`src/sv/khcoe_pkg.sv`:
```
// Shared types, widths and helpers for the keyed handle cache.
// No dependencies; every module imports this package.
package khcoe_pkg;

    localparam int NUM_ENTRIES_DEF = 8;
    localparam int KEY_BITS        = 32;
    localparam int HANDLE_BITS     = 16;
    localparam int AGE_BITS        = 32;

    typedef enum logic [1:0] {
        CMD_TAKE     = 2'd0,
        CMD_PUT      = 2'd1,
        CMD_DROP_KEY = 2'd2,
        CMD_DROP_ALL = 2'd3
    } command_t;

    typedef struct packed {
        command_t                command;
        logic [KEY_BITS-1:0]     owner_key;
        logic [HANDLE_BITS-1:0]  handle_in;
    } cmd_item_t;

    typedef struct packed {
        logic                    found;
        logic [HANDLE_BITS-1:0]  handle_out;
        logic                    dispose;
        logic                    last;
    } res_item_t;

    typedef struct packed {
        logic [HANDLE_BITS-1:0]  handle;
        logic [KEY_BITS-1:0]     key;
        logic [AGE_BITS-1:0]     age;
    } entry_t;

    // Index width for a table of n entries; a single entry still gets one bit.
    function automatic int idx_width(input int n);
        idx_width = (n > 1) ? $clog2(n) : 1;
    endfunction

    function automatic res_item_t make_result(input logic found,
                                              input logic [HANDLE_BITS-1:0] handle,
                                              input logic dispose,
                                              input logic last);
        res_item_t r;
        r.found      = found;
        r.handle_out = handle;
        r.dispose    = dispose;
        r.last       = last;
        make_result  = r;
    endfunction

endpackage

```
`src/sv/khcoe_mem.sv`:
```
// Entry store of the keyed handle cache: one synchronous memory with a
// registered read port, plus per-entry written flags so that reset empties it.
// Depends on khcoe_pkg.
module khcoe_mem #(
    parameter int NUM_ENTRIES = khcoe_pkg::NUM_ENTRIES_DEF,
    parameter int IDX_W       = khcoe_pkg::idx_width(NUM_ENTRIES)
) (
    input  logic                clk,
    input  logic                rst_n,
    input  logic                rd_en,
    input  logic [IDX_W-1:0]    rd_addr,
    output khcoe_pkg::entry_t   rd_data,
    input  logic                wr_en,
    input  logic [IDX_W-1:0]    wr_addr,
    input  khcoe_pkg::entry_t   wr_data
);
    import khcoe_pkg::*;

    entry_t                  mem [NUM_ENTRIES];
    logic [NUM_ENTRIES-1:0]  written_reg;
    entry_t                  rd_data_reg;

    always_ff @(posedge clk or negedge rst_n)
    begin
        if (!rst_n)
        begin
            written_reg <= '0;
        end
        else if (wr_en)
        begin
            written_reg[wr_addr] <= 1'b1;
        end
    end

    always_ff @(posedge clk)
    begin
        if (wr_en)
        begin
            mem[wr_addr] <= wr_data;
        end
    end

    // An entry never written since reset reads as all zero, i.e. empty.
    always_ff @(posedge clk)
    begin
        if (rd_en)
        begin
            rd_data_reg <= written_reg[rd_addr] ? mem[rd_addr] : '0;
        end
    end

    assign rd_data = rd_data_reg;

endmodule

```
`src/sv/khcoe_ctrl.sv`:
```
// Command sequencer of the keyed handle cache: scans the entry store one
// entry per cycle unless a held result pauses it, writes entries back and
// drives the result register. Depends on khcoe_pkg.
module khcoe_ctrl #(
    parameter int NUM_ENTRIES = khcoe_pkg::NUM_ENTRIES_DEF,
    parameter int IDX_W       = khcoe_pkg::idx_width(NUM_ENTRIES)
) (
    input  logic                 clk,
    input  logic                 rst_n,
    input  logic                 cmd_valid,
    output logic                 cmd_stall,
    input  khcoe_pkg::cmd_item_t cmd,
    output logic                 res_valid,
    input  logic                 res_stall,
    output khcoe_pkg::res_item_t res,
    output logic                 rd_en,
    output logic [IDX_W-1:0]     rd_addr,
    input  khcoe_pkg::entry_t    rd_data,
    output logic                 wr_en,
    output logic [IDX_W-1:0]     wr_addr,
    output khcoe_pkg::entry_t    wr_data
);
    import khcoe_pkg::*;

    typedef enum logic [1:0] {
        ST_IDLE,
        ST_SCAN,
        ST_PUT,
        ST_FIN
    } state_t;

    localparam logic [IDX_W-1:0] LAST_IDX = IDX_W'(NUM_ENTRIES - 1);

    state_t                  state_reg,       state_next;
    logic [IDX_W-1:0]        idx_reg,         idx_next;
    cmd_item_t               cmd_reg,         cmd_next;
    logic                    pend_valid_reg,  pend_valid_next;
    logic [HANDLE_BITS-1:0]  pend_handle_reg, pend_handle_next;
    logic [AGE_BITS-1:0]     best_age_reg,    best_age_next;
    logic [IDX_W-1:0]        target_reg,      target_next;
    logic [HANDLE_BITS-1:0]  tgt_handle_reg,  tgt_handle_next;
    logic [AGE_BITS-1:0]     age_reg,         age_next;
    logic                    res_valid_reg,   res_valid_next;
    res_item_t               res_reg,         res_next;

    logic out_free;
    logic occupied;
    logic key_eq;
    logic last_idx;
    logic drop_match;

    assign out_free   = !res_valid_reg || !res_stall;
    assign occupied   = rd_data.handle != '0;
    assign key_eq     = rd_data.key == cmd_reg.owner_key;
    assign last_idx   = idx_reg == LAST_IDX;
    assign drop_match = occupied && (cmd_reg.command == CMD_DROP_ALL || key_eq);

    assign cmd_stall = state_reg != ST_IDLE;
    assign res_valid = res_valid_reg;
    assign res       = res_reg;

    always_comb
    begin
        state_next       = state_reg;
        idx_next         = idx_reg;
        cmd_next         = cmd_reg;
        pend_valid_next  = pend_valid_reg;
        pend_handle_next = pend_handle_reg;
        best_age_next    = best_age_reg;
        target_next      = target_reg;
        tgt_handle_next  = tgt_handle_reg;
        age_next         = age_reg;
        res_valid_next   = res_valid_reg && res_stall;
        res_next         = res_reg;
        rd_en            = 1'b0;
        rd_addr          = '0;
        wr_en            = 1'b0;
        wr_addr          = idx_reg;
        wr_data          = '0;

        case (state_reg)
            ST_IDLE:
            begin
                if (cmd_valid)
                begin
                    cmd_next        = cmd;
                    idx_next        = '0;
                    rd_en           = 1'b1;
                    rd_addr         = '0;
                    pend_valid_next = 1'b0;
                    best_age_next   = '0;
                    target_next     = '0;
                    tgt_handle_next = '0;
                    state_next      = ST_SCAN;
                end
            end

            ST_SCAN:
            begin
                case (cmd_reg.command)
                    CMD_TAKE:
                    begin
                        if (occupied && key_eq)
                        begin
                            // Hit: the entry keeps its key and age, only the
                            // handle is cleared.
                            if (out_free)
                            begin
                                res_valid_next = 1'b1;
                                res_next       = make_result(1'b1, rd_data.handle,
                                                             1'b0, 1'b1);
                                wr_en          = 1'b1;
                                wr_data        = rd_data;
                                wr_data.handle = '0;
                                state_next     = ST_IDLE;
                            end
                        end
                        else if (last_idx)
                        begin
                            state_next = ST_FIN;
                        end
                        else
                        begin
                            idx_next = idx_reg + 1'b1;
                            rd_en    = 1'b1;
                            rd_addr  = idx_reg + 1'b1;
                        end
                    end

                    CMD_PUT:
                    begin
                        if (!occupied)
                        begin
                            target_next     = idx_reg;
                            tgt_handle_next = '0;
                            state_next      = ST_PUT;
                        end
                        else
                        begin
                            if (idx_reg == '0 || rd_data.age < best_age_reg)
                            begin
                                best_age_next   = rd_data.age;
                                target_next     = idx_reg;
                                tgt_handle_next = rd_data.handle;
                            end
                            if (last_idx)
                            begin
                                state_next = ST_PUT;
                            end
                            else
                            begin
                                idx_next = idx_reg + 1'b1;
                                rd_en    = 1'b1;
                                rd_addr  = idx_reg + 1'b1;
                            end
                        end
                    end

                    default:
                    begin
                        // One match is held back so that the final transfer of
                        // the run can carry the last flag.
                        if (!(drop_match && pend_valid_reg && !out_free))
                        begin
                            if (drop_match)
                            begin
                                if (pend_valid_reg)
                                begin
                                    res_valid_next = 1'b1;
                                    res_next       = make_result(1'b0, pend_handle_reg,
                                                                 1'b1, 1'b0);
                                end
                                pend_valid_next  = 1'b1;
                                pend_handle_next = rd_data.handle;
                                wr_en            = 1'b1;
                                wr_data          = '0;
                            end
                            if (last_idx)
                            begin
                                state_next = ST_FIN;
                            end
                            else
                            begin
                                idx_next = idx_reg + 1'b1;
                                rd_en    = 1'b1;
                                rd_addr  = idx_reg + 1'b1;
                            end
                        end
                    end
                endcase
            end

            ST_PUT:
            begin
                if (out_free)
                begin
                    wr_en          = 1'b1;
                    wr_addr        = target_reg;
                    wr_data.handle = cmd_reg.handle_in;
                    wr_data.key    = cmd_reg.owner_key;
                    wr_data.age    = age_reg + 1'b1;
                    age_next       = age_reg + 1'b1;
                    res_valid_next = 1'b1;
                    res_next       = make_result(1'b0, tgt_handle_reg,
                                                 tgt_handle_reg != '0, 1'b1);
                    state_next     = ST_IDLE;
                end
            end

            ST_FIN:
            begin
                if (out_free)
                begin
                    res_valid_next = 1'b1;
                    res_next       = make_result(1'b0,
                                                 pend_valid_reg ? pend_handle_reg : '0,
                                                 pend_valid_reg, 1'b1);
                    state_next     = ST_IDLE;
                end
            end

            default:
            begin
                state_next = ST_IDLE;
            end
        endcase
    end

    always_ff @(posedge clk or negedge rst_n)
    begin
        if (!rst_n)
        begin
            state_reg       <= ST_IDLE;
            idx_reg         <= '0;
            cmd_reg         <= '0;
            pend_valid_reg  <= 1'b0;
            pend_handle_reg <= '0;
            best_age_reg    <= '0;
            target_reg      <= '0;
            tgt_handle_reg  <= '0;
            age_reg         <= '0;
            res_valid_reg   <= 1'b0;
            res_reg         <= '0;
        end
        else
        begin
            state_reg       <= state_next;
            idx_reg         <= idx_next;
            cmd_reg         <= cmd_next;
            pend_valid_reg  <= pend_valid_next;
            pend_handle_reg <= pend_handle_next;
            best_age_reg    <= best_age_next;
            target_reg      <= target_next;
            tgt_handle_reg  <= tgt_handle_next;
            age_reg         <= age_next;
            res_valid_reg   <= res_valid_next;
            res_reg         <= res_next;
        end
    end

endmodule

```
`src/sv/keyed_handle_cache_oldest_evict.sv`:
```
// Keyed handle cache with oldest-entry replacement: top level.
// Uses khcoe_pkg, khcoe_mem and khcoe_ctrl.
//
// Commands arrive on the cmd channel (cmd_valid, cmd_stall, cmd) and results
// leave on the res channel (res_valid, res_stall, res); a transfer happens
// when valid is high and stall is low. Each command yields one or more
// results, the final one flagged by res.last.
// The table lives in a memory read one entry per cycle while the scan runs.
// A command reads entry 0 in its transfer cycle and examines one entry per
// cycle after that; a take hit stops early, at the matching entry, and a put
// stops at the first empty entry, or else picks the oldest, and then writes
// the new entry. The next command is taken once the sequencer is idle, even
// while the last result still waits in the output register.
// When res_stall holds a result, a command that has a further result to give
// pauses its scan until the output register frees up.
// Reset empties the table at once through per-entry written flags, clears the
// age counter and leaves both channels idle.
module keyed_handle_cache_oldest_evict #(
    parameter int NUM_ENTRIES = khcoe_pkg::NUM_ENTRIES_DEF
) (
    input  logic                 clk,
    input  logic                 rst_n,
    input  logic                 cmd_valid,
    output logic                 cmd_stall,
    input  khcoe_pkg::cmd_item_t cmd,
    output logic                 res_valid,
    input  logic                 res_stall,
    output khcoe_pkg::res_item_t res
);
    import khcoe_pkg::*;

    localparam int IDX_W = idx_width(NUM_ENTRIES);

    logic              rd_en;
    logic [IDX_W-1:0]  rd_addr;
    entry_t            rd_data;
    logic              wr_en;
    logic [IDX_W-1:0]  wr_addr;
    entry_t            wr_data;

    khcoe_mem #(
        .NUM_ENTRIES (NUM_ENTRIES),
        .IDX_W       (IDX_W)
    ) u_mem (
        .clk     (clk),
        .rst_n   (rst_n),
        .rd_en   (rd_en),
        .rd_addr (rd_addr),
        .rd_data (rd_data),
        .wr_en   (wr_en),
        .wr_addr (wr_addr),
        .wr_data (wr_data)
    );

    khcoe_ctrl #(
        .NUM_ENTRIES (NUM_ENTRIES),
        .IDX_W       (IDX_W)
    ) u_ctrl (
        .clk       (clk),
        .rst_n     (rst_n),
        .cmd_valid (cmd_valid),
        .cmd_stall (cmd_stall),
        .cmd       (cmd),
        .res_valid (res_valid),
        .res_stall (res_stall),
        .res       (res),
        .rd_en     (rd_en),
        .rd_addr   (rd_addr),
        .rd_data   (rd_data),
        .wr_en     (wr_en),
        .wr_addr   (wr_addr),
        .wr_data   (wr_data)
    );

endmodule

```
`config.mk`:
```
export PLATFORM = sky130hd
export DESIGN_NAME = keyed_handle_cache_oldest_evict
export DESIGN_NICKNAME = d
export VERILOG_FILES = /design/src/sv/khcoe_pkg.sv /design/src/sv/khcoe_mem.sv /design/src/sv/khcoe_ctrl.sv /design/src/sv/keyed_handle_cache_oldest_evict.sv
export SDC_FILE = /design/constraint.sdc
export NUM_CORES = 1
export LEC_CHECK = 0
export BUFFER_PORTS_ARGS = -buffer_cell sky130_fd_sc_hd__buf_2
export CAP_MARGIN = 20
export CORE_ASPECT_RATIO = 0.5
export CORE_UTILIZATION = 60
export DETAILED_ROUTE_END_ITERATION = 8
export PLACE_DENSITY = 0.77
export SLEW_MARGIN = 20
export SYNTH_ARGS = -nofsm -noshare
export SYNTH_HDL_FRONTEND = slang
export SYNTH_SLANG_ARGS = --single-unit
```
`constraint.sdc`:
```
create_clock -name clk -period 11.95 [get_ports clk]
set_input_delay 1.195 -clock clk [delete_from_list [all_inputs] [get_ports clk]]
set_output_delay 1.195 -clock clk [all_outputs]
set_load 0.005 [all_outputs]
```
==> results_tabular.tex, run 1 <==
\begin{tabular}{lr}
\hline
Metric & Value \\
\hline
\multicolumn{2}{l}{\textbf{Power and ir drop}} \\
\quad Comb power frac & 0.376 \\
\quad Power density of the placed cells & $\sim$270 nW/um2 \\
\quad Clk pwr share & 0.222 \\
\quad Part of the total power dissipated in sequential elements & 0.403 \\
\quad Total leakage power & 0.01448 uW \\
\quad Internal power of the cells & approximately 7000 uW \\
\quad Share of total power consumed by net switching & 0.3687 \\
\quad Net switching power figure & between 4000 and 5000 uW \\
\quad Worst ir drop on vdd & around 0.00035 V \\
\multicolumn{2}{l}{\textbf{Synthesis}} \\
\quad EDFF count, synth & about 700 \\
\quad XOR/XNOR share of the synthesized area & 0.02141 \\
\quad Fraction of synthesized cell area taken by the top area cell type & 0.5683 \\
\quad Most area-hungry cell type in the Yosys netlist & edfxtp\_1 \\
\quad Area fraction in compound gates after synthesis & 0.08446 \\
\quad Synthesized net count & 2643 \\
\quad Simple-gate share of the synthesized area & 0.07203 \\
\quad Register bit total from synthesis & roughly 900 \\
\quad Sequential cell area fraction in the yosys report & 0.6887 \\
\quad Mean instance size in the synthesized netlist & roughly 15 um2 \\
\quad FFs w/ async S/R, synth & 0.2027 \\
\quad Number of unique standard cell types used by synthesis & slightly below 70 \\
\quad Area of the mapped netlist & 38040 um2 \\
\quad Synth Area in Adders & 0.01316 \\
\quad Count of synthesis-stage warnings from yosys & 0 \\
\quad Cell types with the largest area share after synthesis & edfxtp\_1 (57\%), dfrtp\_1 (12\%), mux2\_2 (6.9\%) \\
\quad Most common flop cell mapped by yosys & edfxtp\_1 \\
\quad Multiplexer share of the synthesized area & 0.09715 \\
\quad Largest family of logic cells by synthesized area & multiplexers \\
\quad Gate Count Post-Synth & 2549 \\
\multicolumn{2}{l}{\textbf{Run status}} \\
\quad Outcome & complete, no violations \\
\multicolumn{2}{l}{\textbf{Placement}} \\
\quad Detailed Place HPWL & around 50000 um \\
\quad Final weighted congestion of routability-driven global placement & 0.8624 \\
\quad Area after detailed placement & 39290 um2 \\
\quad PortBufs & 74 \\
\multicolumn{2}{l}{\textbf{Clock network}} \\
\quad Post-CTS Hold Buffers & 0 \\
\quad Clock tree from TritonCTS & done \\
\quad Clock-pin slew on the worst setup and hold paths & $\sim$0.07 ns \\
\quad Resized Gates After CTS & 0 \\
\quad Clock insertion delay at the later pin of the skew report & approximately 0.63 ns \\
\quad Total number of clock tree sinks & about 900 \\
\quad H-tree levels & 3 \\
\quad Total CTS buffers & between 70 and 80 \\
\quad Post-CTS repair timing setup buffer count & 0 \\
\quad Clock tree root driver cell & clkbuf\_16 \\
\quad Buffer depth of the longest clock path & 3 \\
\multicolumn{2}{l}{\textbf{Worst setup path}} \\
\quad Worst setup startpoint & u\_ctrl.cmd\_reg[39]\$\_DFFE\_PN0P\_ \\
\quad Slowest library cell on the worst path & buf\_4 \\
\quad WP data arrival & around 5.8 ns \\
\quad RR Endpoint & u\_mem.mem[0][57]\$\_DFFE\_PP\_ \\
\quad Maximum net fanout on the critical path & 60 \\
\quad Path type of the worst setup path & reg2reg \\
\quad Worst reg-to-reg path cell count & 9 \\
\quad Startpoint of the lowest-slack register-to-register path & u\_ctrl.cmd\_reg[39]\$\_DFFE\_PN0P\_ \\
\quad Cell breakdown of the critical path & xor2\_1, nor4\_1, nand4\_1, o31ai\_1, and4\_1, o21ai\_1, a2bb2oi\_2, nor2\_4, buf\_4 \\
\quad Critical Path Max Stage Delay & around 0.99 ns \\
\quad Category of the worst setup path launch point & register \\
\quad Worst reg-to-reg setup slack & roughly 6.4 ns \\
\quad Kind of capture point of the worst setup path & register \\
\quad Critical path data required time & approximately 12 ns \\
\multicolumn{2}{l}{\textbf{Worst hold path}} \\
\quad Kind of path behind the tightest hold check & reg2reg \\
\quad Cell depth of the worst hold path & 2 \\
\quad Origin of the worst min-delay path & u\_mem.written\_reg[4]\$\_DFFE\_PN0P\_ \\
\quad Endpoint of the worst hold-timing path & u\_mem.written\_reg[4]\$\_DFFE\_PN0P\_ \\
\multicolumn{2}{l}{\textbf{Die}} \\
\quad Starting utilization of the core area & 0.6146 \\
\quad I/O Pins & 75 \\
\quad Die height & 180.1 um \\
\quad Floorplan die area & 64480 um2 \\
\quad Placeable core region & slightly above 60000 um2 \\
\quad Row cnt & 64 \\
\quad Width of the chip & roughly 360 um \\
\multicolumn{2}{l}{\textbf{Drt}} \\
\quad First-iteration detailed-routing DRC count & 2853 \\
\quad Number of antenna-violating nets in the routed design & 0 \\
\quad Post-DR wirelength/cell & 25.36 um \\
\quad Final wirelength & roughly 90000 um \\
\quad Vias after detailed routing & between 20000 and 25000 \\
\quad Detail-routed via count per cell & between 6 and 7 \\
\quad Residual DRC count & 0 \\
\quad 1st-pass router iterations & 6 \\
\multicolumn{2}{l}{\textbf{Cells and area}} \\
\quad Flip-flop count of the largest register after layout & 640 \\
\quad Most common cell after layout, fill and taps aside & edfxtp\_1 \\
\quad Core Util, Final & 0.6749 \\
\quad Total of fill cells in the finished design & roughly 4100 \\
\quad Most used cells in the layout excluding fill and tap cells & edfxtp\_1 (720), nand2\_1 (267), mux2\_2 (233) \\
\quad Area overhead of the layout relative to synthesis & 9.817\% \\
\quad Layout cell share with drive strength beyond 1 & 0.2006 \\
\quad \# nets final & roughly 2700 \\
\quad Seq. cell area & $\sim$26000 um2 \\
\quad Area of all placed cells without fillers & approximately 42000 um2 \\
\quad Multi-input logic area & approximately 11000 um2 \\
\multicolumn{2}{l}{\textbf{Timing}} \\
\quad Max Slew Vio Count & 0 \\
\quad Hold Slack & 0.4861 ns \\
\quad Slew at the pin with the worst max-slew slack & about 1.1 ns \\
\quad Normalized max-slew margin & 0.2374 \\
\quad Final worst path period need & 5.512 ns \\
\quad Setup Skew & between 0.02 and 0.025 ns \\
\quad Total Negative Setup Slacks & 0 ns \\
\quad Number of failing setup endpoints in the final timing report & 0 \\
\quad Post-route clock period utilization & 0.4613 \\
\quad Unrepaired setup endpoints after global routing & false \\
\quad Max Clock Freq & approximately 0.18 GHz \\
\quad Endpoints failing hold & 0 \\
\multicolumn{2}{l}{\textbf{Global routing}} \\
\quad Residual overflow from global routing & 0 \\
\quad GRT Overall Usage & 0.2756 \\
\quad Initial antenna violation count & 1 \\
\quad Via count of the first global-routing pass & $\sim$22000 \\
\quad Wire length of the first global-routing pass & roughly 130000 um \\
\quad Pin count of the biggest net entering global routing & between 70 and 80 \\
\multicolumn{2}{l}{\textbf{Job}} \\
\quad Max Cap Violations & 0 \\
\hline
\end{tabular}
==> synth_stat cells (all sizes together) (22+ instances only) <==
cell type	count
edfxtp	720
ha	40
o311ai	22
o2111ai	25
nand2	268
buf	54
and2	23
dfrtp	183
o21ai	23
nor2	37
nand3	28
inv	59
xor2	54
a21oi	47
a22oi	28
nor3	94
nor2b	37
a22o	34
clkbuf	103
xnor2	39
mux2i	106
o22ai	81
mux2	234
a32o	80
==> logic make-up after synthesis <==
| logic type | after synthesis |
|---|---|
| compound gates | 408 |
| fa+ha+maj | 40 |
| simple gates | 549 |
| flops | 903 |
| buf+inv | 216 |
| mux | 340 |
| xor+xnor | 93 |
==> layer usage <==
layer	track usage	vias up	share of wire
met4	0.08153	0	0.025
met5	0	-	0
met1	0.4041	11460	0.42
met2	0.4205	1040	0.46
li1	-	9872	-
met3	0.05681	140	0.089
==> area by class of cell <==
class / instances / area share
timing repair buffer: 119 / 0.01794
sequential: 903 / 0.6271
multi-input combinational: 1430 / 0.2661
inverter: 59 / 0.005301
clock buffer: 111 / 0.05259
clock inverter: 30 / 0.006169
tap: 825 / 0.02471
antenna: 1 / 0.00005990
==> power by group through the flow <==
stage	clock network [uW]	logic [uW]	registers, uW
6_report	2470	4190	4480
5_1_grt	2620	4490	4530
4_1_cts	2500	4150	4470
3_5_place_dp	0	4120	4530
3_3_place_gp	0	4050	4500
2_1_floorplan	0	2980	4460
==> how the worst max path moves through the flow <==
stage,end,depth (start not counted)
2_1_floorplan,u_mem.rd_data[0]$_SDFFCE_PN0P_,6
3_3_place_gp,u_mem.mem[4][66]$_DFFE_PP_,9
3_5_place_dp,u_mem.mem[6][39]$_DFFE_PP_,9
4_1_cts,u_mem.mem[6][79]$_DFFE_PP_,9
5_1_grt,u_mem.mem[0][59]$_DFFE_PP_,9
6_report,u_mem.mem[0][57]$_DFFE_PP_,9
==> stage by stage <==
step	setup slack [ns]	power [uW]	instances
5_1_grt	6.259	11640	3477
3_3_place_gp	6.317	8547	3334
2_1_floorplan	3.855	7441	2549
4_1_cts	6.363	11110	3476
3_5_place_dp	6.367	8651	3335
6_report	6.438	11140	3478
==> worst max-delay path, delay by kind of cell (launching register included) <==
kind / cells / cell delay, ns
xor+xnor: 1 / 0.17
compound gates: 3 / 1.01
flops: 1 / 0.41
buf+inv: 1 / 0.99
simple gates: 4 / 2.48
Power figures use the tool's default switching activity.
==> run 2: changes to the inputs <==
--- a/config.mk
+++ b/config.mk
@@ -8,9 +8,9 @@
 export BUFFER_PORTS_ARGS = -buffer_cell sky130_fd_sc_hd__buf_2
 export CAP_MARGIN = 20
 export CORE_ASPECT_RATIO = 0.5
-export CORE_UTILIZATION = 60
+export CORE_UTILIZATION = 57
 export DETAILED_ROUTE_END_ITERATION = 8
-export PLACE_DENSITY = 0.77
+export PLACE_DENSITY = 0.76
 export SLEW_MARGIN = 20
 export SYNTH_ARGS = -nofsm -noshare
 export SYNTH_HDL_FRONTEND = slang
==> constraint.sdc (replaced) <==
create_clock -name clk -period 4.7 [get_ports clk]
set_input_delay 0.47 -clock clk [delete_from_list [all_inputs] [get_ports clk]]
set_output_delay 0.47 -clock clk [all_outputs]
set_load 0.005 [all_outputs]
==> run 2 against run 1 <==
  * Die area up 5.2%
  * First-iteration DRC count fell by 2.8%
  * Sequential power grew to 2.5 times the previous value
  * Wire length up 1.2%
  * Non-clock buffer count increased by 23
  * Global-route usage down 1.2 points
  * Combinational power grew to 2.6 times the previous value
  * Critical endpoint is now u_mem.mem[2][37]$_DFFE_PP_
  * Largest power group unchanged
  * Highest routed layer unchanged
==> results_tabular.tex, run 2 (synthesis results as in run 1) <==
\begin{tabular}{lr}
\hline
Metric & Value \\
\hline
\multicolumn{2}{l}{\textbf{Drt}} \\
\quad Detail-routed via count per cell & 6.363 (-1.7\%) \\
\quad Vias after detailed routing & 22680 (+0.74\%) \\
\quad Post-DR wirelength/cell & 25.05 um (-1.2\%) \\
\quad Number of antenna-violating nets in the routed design & 0 (unchanged) \\
\quad Final wirelength & 89280 um (+1.2\%) \\
\quad Residual DRC count & 0 (unchanged) \\
\quad First-iteration detailed-routing DRC count & 2773 (-2.8\%) \\
\quad 1st-pass router iterations & 6 (unchanged) \\
\multicolumn{2}{l}{\textbf{Timing}} \\
\quad Slew at the pin with the worst max-slew slack & 1.002 ns (-0.1416 ns) \\
\quad Normalized max-slew margin & 0.3319 (+0.09443) \\
\quad Setup Skew & 0.02273 ns (-0.0003321 ns) \\
\quad Final worst path period need & 4.017 ns (-1.495 ns) \\
\quad Unrepaired setup endpoints after global routing & false \\
\quad Number of failing setup endpoints in the final timing report & 0 (unchanged) \\
\quad Hold Slack & 0.07210 ns (-0.4140 ns) \\
\quad Endpoints failing hold & 0 (unchanged) \\
\quad Post-route clock period utilization & 0.8547 (+0.3934) \\
\quad Max Clock Freq & 0.2489 GHz (+37\%) \\
\quad Max Slew Vio Count & 0 (unchanged) \\
\multicolumn{2}{l}{\textbf{Clock network}} \\
\quad Resized Gates After CTS & 0 (unchanged) \\
\quad Clock tree root driver cell & clkbuf\_16 \\
\quad Clock-pin slew on the worst setup and hold paths & 0.07 ns (about the same) \\
\quad Total number of clock tree sinks & 903 (unchanged) \\
\quad Post-CTS Hold Buffers & 1 (+1) \\
\quad Clock insertion delay at the later pin of the skew report & 0.63 ns (about the same) \\
\quad Post-CTS repair timing setup buffer count & 0 (unchanged) \\
\quad Buffer depth of the longest clock path & 3 (unchanged) \\
\quad Total CTS buffers & 77 (+1.3\%) \\
\quad H-tree levels & 3 (unchanged) \\
\quad Clock tree from TritonCTS & done \\
\multicolumn{2}{l}{\textbf{Global routing}} \\
\quad Wire length of the first global-routing pass & 135000 um (+0.91\%) \\
\quad Initial antenna violation count & 3 (+2) \\
\quad Most used routing layer & met2 \\
\quad Met3 GRT Util & 0.04655 (-0.01026) \\
\quad Residual overflow from global routing & 0 (unchanged) \\
\quad Met2 usage & 0.4226 (+0.002178) \\
\quad Pin count of the biggest net entering global routing & 100 (+39\%) \\
\quad Via count of the first global-routing pass & 22420 (-0.067\%) \\
\quad GRT Overall Usage & 0.2634 (-0.01224) \\
\quad Met1 GRT Util & 0.3734 (-0.03066) \\
\multicolumn{2}{l}{\textbf{Worst setup path}} \\
\quad Path type of the worst setup path & reg2reg \\
\quad Critical path data required time & 5.11 ns (-7.08 ns) \\
\quad Worst reg-to-reg setup slack & 0.68 ns (-5.76 ns) \\
\quad Maximum net fanout on the critical path & 34 (-43\%) \\
\quad Cell class contributing the biggest share of worst-path delay & simple AND/OR/NAND/NOR gates \\
\quad WP data arrival & 4.43 ns (-1.32 ns) \\
\quad Startpoint of the lowest-slack register-to-register path & u\_ctrl.cmd\_reg[20]\$\_DFFE\_PN0P\_ \\
\quad Worst reg-to-reg path cell count & 9 (unchanged) \\
\quad Category of the worst setup path launch point & register \\
\quad Cell breakdown of the critical path & xor2\_1, nor4\_1, nand4\_1, nor3\_1, and4\_1, buf\_4, and2\_2, buf\_4, a22o\_1 \\
\quad RR Endpoint & u\_mem.mem[2][37]\$\_DFFE\_PP\_ \\
\quad Most frequent cell on the critical path & buf\_4 \\
\quad Crit path buf inv count & 2 (+1) \\
\quad Kind of capture point of the worst setup path & register \\
\quad Critical Path Max Stage Delay & 0.50 ns (-0.49 ns) \\
\quad Slowest library cell on the worst path & nand4\_1 \\
\multicolumn{2}{l}{\textbf{Placement}} \\
\quad Final weighted congestion of routability-driven global placement & 0.8365 (-3.0\%) \\
\quad Detailed Place HPWL & 48370 um (-5.4\%) \\
\quad Area after detailed placement & 39830 um2 (+1.4\%) \\
\quad PortBufs & 74 (unchanged) \\
\multicolumn{2}{l}{\textbf{Power and ir drop}} \\
\quad Total leakage power & 0.01471 uW (+1.6\%) \\
\quad Power density of the placed cells & 679.3 nW/um2 (+150\%) \\
\quad Worst ir drop on vdd & 0.0009820 V (+180\%) \\
\multicolumn{2}{l}{\textbf{Die}} \\
\quad Starting utilization of the core area & 0.5810 (-0.03366) \\
\quad Width of the chip & 367.4 um (+2.6\%) \\
\quad Die height & 184.7 um (+2.6\%) \\
\quad Floorplan die area & 67840 um2 (+5.2\%) \\
\quad Row cnt & 66 (+3.1\%) \\
\quad I/O Pins & 75 (unchanged) \\
\quad Placeable core region & 65490 um2 (+5.8\%) \\
\multicolumn{2}{l}{\textbf{Cells and area}} \\
\quad Area of all placed cells without fillers & 42390 um2 (+1.5\%) \\
\quad \# nets final & 2707 (+0.89\%) \\
\quad Most used cells in the layout excluding fill and tap cells & edfxtp\_1 (720), nand2\_1 (267), mux2\_2 (233) \\
\quad Layout cell share with drive strength beyond 1 & 0.2080 (+0.007388) \\
\quad Flip-flop count of the largest register after layout & 640 (unchanged) \\
\quad Total of fill cells in the finished design & 4471 (+9.5\%) \\
\quad Most common cell after layout, fill and taps aside & edfxtp\_1 \\
\quad Area overhead of the layout relative to synthesis & 11.42\% \\
\multicolumn{2}{l}{\textbf{Worst hold path}} \\
\quad Endpoint of the worst hold-timing path & u\_ctrl.cmd\_reg[45]\$\_DFFE\_PN0P\_ \\
\quad Kind of path behind the tightest hold check & in2reg \\
\quad Cell depth of the worst hold path & 2 (unchanged) \\
\quad Origin of the worst min-delay path & cmd[45] \\
\multicolumn{2}{l}{\textbf{Run status}} \\
\quad Outcome & complete, no violations \\
\multicolumn{2}{l}{\textbf{Job}} \\
\quad Max Cap Violations & 0 (unchanged) \\
\hline
\end{tabular}
[run 2: worst register-to-register path, cell delays in order, from the launching register on]
cell and delay [ns]:
dfrtp_1 0.40, xor2_1 0.19, nor4_1 0.45, nand4_1 0.50, nor3_1 0.47, and4_1 0.28
buf_4 0.44, and2_2 0.23, buf_4 0.43, a22o_1 0.42
[run 2: through the flow]
stage | total power (uW) | util | setup TNS [ns] | setup slack, ns | cells
floorplan | 18840 | - | -439.77 | -1.328 | 2549
global placement | 22030 | 0.6082 | 0 | 0.8462 | 3417
detailed placement | 22310 | 0.6082 | 0 | 0.7624 | 3417
CTS | 28760 | 0.6471 | 0 | 0.7629 | 3562
global route | 30020 | 0.6473 | 0 | 0.5507 | 3564
finish | 28800 | 0.6473 | 0 | 0.6829 | 3564
[run 2: final cells by class]
cell class                 count  area, um2  area share
clock buffer                 109       2207     0.05207
sequential                   903      26200      0.6181
multi-input combinational   1430      11120      0.2624
timing repair buffer         142       1192     0.02813
clock inverter                35      332.8    0.007852
inverter                      59      221.5    0.005225
tap                          884       1106     0.02609
antenna                        2      5.005   0.0001181
[run 2: per-layer routing]
metal,up-vias,wire length (um)
li1,9940,-
met1,11540,37920
met2,1047,42120
met3,150,7389
met4,0,1847
met5,-,0
[run 2: power by group]
group          switching (uW)  internal (uW)  leakage (uW)
registers                 905          10500       0.00831
logic                    6760           4200       0.00515
clock network            2850           3590       0.00125
total                   10500          18300        0.0147
[run 2: how the worst max path moves through the flow]
stage / from / to / slack (ns) / cells after the start
2_1_floorplan: u_ctrl.cmd_reg[39]$_DFFE_PN0P_ / u_mem.mem[0][0]$_DFFE_PP_ / -1.33 / 9
3_3_place_gp: u_ctrl.cmd_reg[20]$_DFFE_PN0P_ / u_mem.mem[7][55]$_DFFE_PP_ / 0.85 / 10
3_5_place_dp: u_mem.rd_data[36]$_SDFFCE_PN0P_ / u_mem.mem[7][13]$_DFFE_PP_ / 0.76 / 10
4_1_cts: u_ctrl.cmd_reg[20]$_DFFE_PN0P_ / u_mem.mem[7][2]$_DFFE_PP_ / 0.76 / 10
5_1_grt: u_mem.rd_data[36]$_SDFFCE_PN0P_ / u_mem.mem[7][2]$_DFFE_PP_ / 0.55 / 10
6_report: u_ctrl.cmd_reg[20]$_DFFE_PN0P_ / u_mem.mem[2][37]$_DFFE_PP_ / 0.68 / 9
==> run 3: changes to the inputs <==
--- a/config.mk
+++ b/config.mk
@@ -5,6 +5,7 @@
 export SDC_FILE = /design/constraint.sdc
 export NUM_CORES = 1
 export LEC_CHECK = 0
+export ABC_AREA = 1
 export BUFFER_PORTS_ARGS = -buffer_cell sky130_fd_sc_hd__buf_2
 export CAP_MARGIN = 20
 export CORE_ASPECT_RATIO = 0.5
==> run 3 against run 2 <==
  * Sequential cell count unchanged
  * Clock skew decreased by 0.0028 ns
  * Sequential share of layout area decreased by 1.5 points
  * Synthesized cell count grew 46%
  * Register-to-register slack worse by 0.11 ns
  * Utilization down 0.59 points
  * Critical endpoint is now u_mem.rd_data[67]$_SDFFCE_PN0P_
  * Non-clock buffer count decreased by 4
  * Critical path depth rose by 10
  * Wire length grew 12%
  * Design area grew 2.5%
  * Largest power group is now combinational cells
==> results_tabular.tex, run 3 <==
\begin{tabular}{lr}
\hline
Metric & Value \\
\hline
\multicolumn{2}{l}{\textbf{Placement}} \\
\quad Number of cells in the design after placement & 4526 (+32\%) \\
\quad Final weighted congestion of routability-driven global placement & 0.9076 (+8.5\%) \\
\quad PortBufs & 74 (unchanged) \\
\quad Detailed Place HPWL & 55710 um (+15\%) \\
\multicolumn{2}{l}{\textbf{Synthesis}} \\
\quad Most common flop cell mapped by yosys & edfxtp\_1 \\
\quad Number of unique standard cell types used by synthesis & 47 (-32\%) \\
\quad Most area-hungry cell type in the Yosys netlist & edfxtp\_1 \\
\quad Synthesized net count & 3816 (+44\%) \\
\quad Cell types with the largest area share after synthesis & edfxtp\_1 (55\%), nand3\_1 (12\%), dfrtp\_1 (12\%) \\
\quad Mean instance size in the synthesized netlist & 10.62 um2 (-29\%) \\
\quad Gate Count Post-Synth & 3722 (+46\%) \\
\quad Count of synthesis-stage warnings from yosys & 0 (unchanged) \\
\quad Cell with the most instances after synthesis & nand3\_1 \\
\quad Commonest cells in the synthesized netlist & nand3\_1 (924), nand2\_1 (869), edfxtp\_1 (720), inv\_1 (228), dfrtp\_1 (183) \\
\quad Sequential cell area fraction in the yosys report & 0.6629 (-0.02575) \\
\quad Register bit total from synthesis & 903 (unchanged) \\
\quad Area of the mapped netlist & 39520 um2 (+3.9\%) \\
\quad Fraction of synthesized cell area taken by the top area cell type & 0.5471 (-0.02125) \\
\quad EDFF count, synth & 720 (unchanged) \\
\quad FFs w/ async S/R, synth & 0.2027 (unchanged) \\
\multicolumn{2}{l}{\textbf{Drt}} \\
\quad 1st-pass router iterations & 6 (unchanged) \\
\quad Detail-routed via count per cell & 6.113 (-3.9\%) \\
\quad Post-DR wirelength/cell & 21.45 um (-14\%) \\
\quad Number of antenna-violating nets in the routed design & 0 (unchanged) \\
\quad First-iteration detailed-routing DRC count & 3625 (+31\%) \\
\quad Residual DRC count & 0 (unchanged) \\
\quad Final wirelength & 100200 um (+12\%) \\
\quad Vias after detailed routing & 28570 (+26\%) \\
\multicolumn{2}{l}{\textbf{Worst setup path}} \\
\quad Maximum net fanout on the critical path & 54 (+59\%) \\
\quad Cell class contributing the biggest share of worst-path delay & simple AND/OR/NAND/NOR gates \\
\quad Path type of the worst setup path & reg2reg \\
\quad Count of cell instances traversed by the critical path & 19 (+10) \\
\quad Critical Path Max Stage Delay & 0.60 ns (+0.10 ns) \\
\quad Crit path buf inv count & 5 (+3) \\
\quad Cell breakdown of the critical path & inv\_2, nand2\_1, nor3\_1, nand2\_1, nor2\_2, inv\_1, nand3\_1, nand2\_1, nand3\_2, nand2\_2, nand2\_8, buf\_4, buf\_4, nand3\_1, nand3\_1, nand3\_1, nand2\_1, nand2\_1, inv\_1 \\
\quad Most frequent cell on the critical path & nand2\_1 \\
\quad WP data arrival & 4.63 ns (+0.20 ns) \\
\quad Category of the worst setup path launch point & register \\
\quad Worst reg-to-reg path cell count & 19 (+10) \\
\quad Slowest library cell on the worst path & buf\_4 \\
\quad Critical path data required time & 5.20 ns (+0.09 ns) \\
\quad Kind of capture point of the worst setup path & register \\
\multicolumn{2}{l}{\textbf{Clock network}} \\
\quad Clock tree from TritonCTS & done \\
\quad Post-CTS repair timing setup buffer count & 0 (unchanged) \\
\quad H-tree levels & 3 (unchanged) \\
\quad Clock tree root driver cell & clkbuf\_16 \\
\quad Clock insertion delay at the later pin of the skew report & 0.64 ns (about the same) \\
\quad Buffer depth of the longest clock path & 3 (unchanged) \\
\quad Total number of clock tree sinks & 903 (unchanged) \\
\quad Clock-pin slew on the worst setup and hold paths & 0.07 ns (about the same) \\
\quad Total CTS buffers & 79 (+2.6\%) \\
\multicolumn{2}{l}{\textbf{Cells and area}} \\
\quad Most used cells in the layout excluding fill and tap cells & nand3\_1 (923), nand2\_1 (867), edfxtp\_1 (720) \\
\quad Most common cell after layout, fill and taps aside & nand3\_1 \\
\quad Antenna Cells & 0 (-2) \\
\quad Area overhead of the layout relative to synthesis & 9.934\% \\
\quad Layout cell share with drive strength beyond 1 & 0.08501 (-0.1230) \\
\quad \# nets final & 3805 (+41\%) \\
\quad Number of non-filler instances in the completed layout & 4673 (+31\%) \\
\quad Flip-flop count of the largest register after layout & 640 (unchanged) \\
\multicolumn{2}{l}{\textbf{Timing}} \\
\quad Endpoints failing hold & 0 (unchanged) \\
\quad Unrepaired setup endpoints after global routing & false \\
\quad Total Negative Setup Slacks & 0 ns (unchanged) \\
\quad Max Clock Freq & 0.2425 GHz (-2.6\%) \\
\quad Number of failing setup endpoints in the final timing report & 0 (unchanged) \\
\quad Normalized max-slew margin & 0.2101 (-0.1217) \\
\quad Slew at the pin with the worst max-slew slack & 1.185 ns (+0.1826 ns) \\
\quad Post-route clock period utilization & 0.8773 (+0.02263) \\
\quad Final worst path period need & 4.123 ns (+0.1064 ns) \\
\quad Setup Skew & 0.01998 ns (-0.002751 ns) \\
\quad Max Slew Vio Count & 0 (unchanged) \\
\multicolumn{2}{l}{\textbf{Worst hold path}} \\
\quad Kind of path behind the tightest hold check & in2reg \\
\quad Cell depth of the worst hold path & 2 (unchanged) \\
\multicolumn{2}{l}{\textbf{Job}} \\
\quad Max Cap Violations & 0 (unchanged) \\
\multicolumn{2}{l}{\textbf{Die}} \\
\quad Floorplan die area & 70460 um2 (+3.9\%) \\
\quad Placeable core region & 67740 um2 (+3.4\%) \\
\quad Starting utilization of the core area & 0.5835 (+0.002520) \\
\quad Row cnt & 67 (+1.5\%) \\
\quad Width of the chip & 374.4 um (+1.9\%) \\
\quad Die height & 188.2 um (+1.9\%) \\
\quad I/O Pins & 75 (unchanged) \\
\multicolumn{2}{l}{\textbf{Run status}} \\
\quad Outcome & complete, no violations \\
\multicolumn{2}{l}{\textbf{Global routing}} \\
\quad Residual overflow from global routing & 0 (unchanged) \\
\quad Pin count of the biggest net entering global routing & 173 (+73\%) \\
\quad Via count of the first global-routing pass & 27620 (+23\%) \\
\quad GRT Overall Usage & 0.2855 (+0.02213) \\
\quad Initial antenna violation count & 1 (-2) \\
\quad Wire length of the first global-routing pass & 155500 um (+15\%) \\
\multicolumn{2}{l}{\textbf{Power and ir drop}} \\
\quad Power density of the placed cells & 696.0 nW/um2 (+2.5\%) \\
\quad Worst ir drop on vdd & 0.0006349 V (-35\%) \\
\quad Total leakage power & 0.01681 uW (+14\%) \\
\quad Pwr Total & 30240 uW (+5.0\%) \\
\hline
\end{tabular}
==> run 3: worst paths after layout <==
kind	start	to	slack, ns
setup / recovery	u_mem.rd_data[77]$_SDFFCE_PN0P_	u_mem.rd_data[67]$_SDFFCE_PN0P_	0.58
hold / removal	cmd[32]	u_ctrl.cmd_reg[32]$_DFFE_PN0P_	0.06
setup reg to reg	u_mem.rd_data[77]$_SDFFCE_PN0P_	u_mem.rd_data[67]$_SDFFCE_PN0P_	0.58
hold reg to reg	u_mem.written_reg[4]$_DFFE_PN0P_	u_mem.written_reg[4]$_DFFE_PN0P_	0.47
max in group asynchronous	rst_n	u_ctrl.age_reg[25]$_DFFE_PN0P_	3.16
min in group asynchronous	rst_n	u_ctrl.cmd_reg[40]$_DFFE_PN0P_	0.41
==> run 3: routing by layer <==
| layer | vias to the layer above | track usage | part of all wire |
|---|---|---|---|
| met4 | 2 | 0.1215 | 0.038 |
| met1 | 13790 | 0.3928 | 0.40 |
| met3 | 241 | 0.04637 | 0.094 |
| met5 | - | 0 | 0.00013 |
| li1 | 12930 | - | - |
| met2 | 1597 | 0.4559 | 0.47 |
==> run 3: logic make-up (layout without fill, tap and decap cells) <==
group | Yosys count | in the layout | synth area share
AOI/OAI and AO/OA | 276 | 276 | 0.03900
xor gates and xnor gates | 22 | 22 | 0.004876
adders and majority gates | 40 | 40 | 0.01266
buffers and inverters | 472 | 526 | 0.05094
DFF | 903 | 903 | 0.6629
muxes | 21 | 21 | 0.005984
and+or+nand+nor | 1988 | 1988 | 0.2236
==> run 3: final cells by class <==
cell class / count / area (um2)
Clock buffer: 119 / 2313
Clock inverter: 27 / 277.8
Fill cell: 4965 / 24290
Inverter: 242 / 909.6
Multi-Input combinational cell: 2347 / 11470
Sequential cell: 903 / 26200
Tap cell: 897 / 1122
Timing Repair Buffer: 138 / 1150
==> run 3: power breakdown <==
group	switching, uW	leakage (uW)	total [uW]	internal, uW
Sequential	840	0.00842	11400	10600
Combinational	8600	0.00713	12300	3660
Clock	2880	0.00126	6580	3700
==> run 3: timing repair <==
| action | 4_1_cts | 5_1_grt |
|---|---|---|
| endpoints found under the hold margin | 84 | 0 |
| hold buffers | 1 | 0 |
| gates resized for setup | 0 | 0 |
==> run 3: stage by stage <==
step / util / setup slack (ns) / area [um2] / hold WS, ns
global placement: 0.6030 / 0.8132 / 40840 / 0.4503
floorplan: - / 0.1236 / 39550 / 0.1744
global route: 0.6414 / 0.3347 / 43450 / 0.04878
CTS: 0.6414 / 0.6411 / 43450 / 0.03565
finish: 0.6414 / 0.5766 / 43450 / 0.05899
detailed placement: 0.6030 / 0.7172 / 40840 / 0.4512
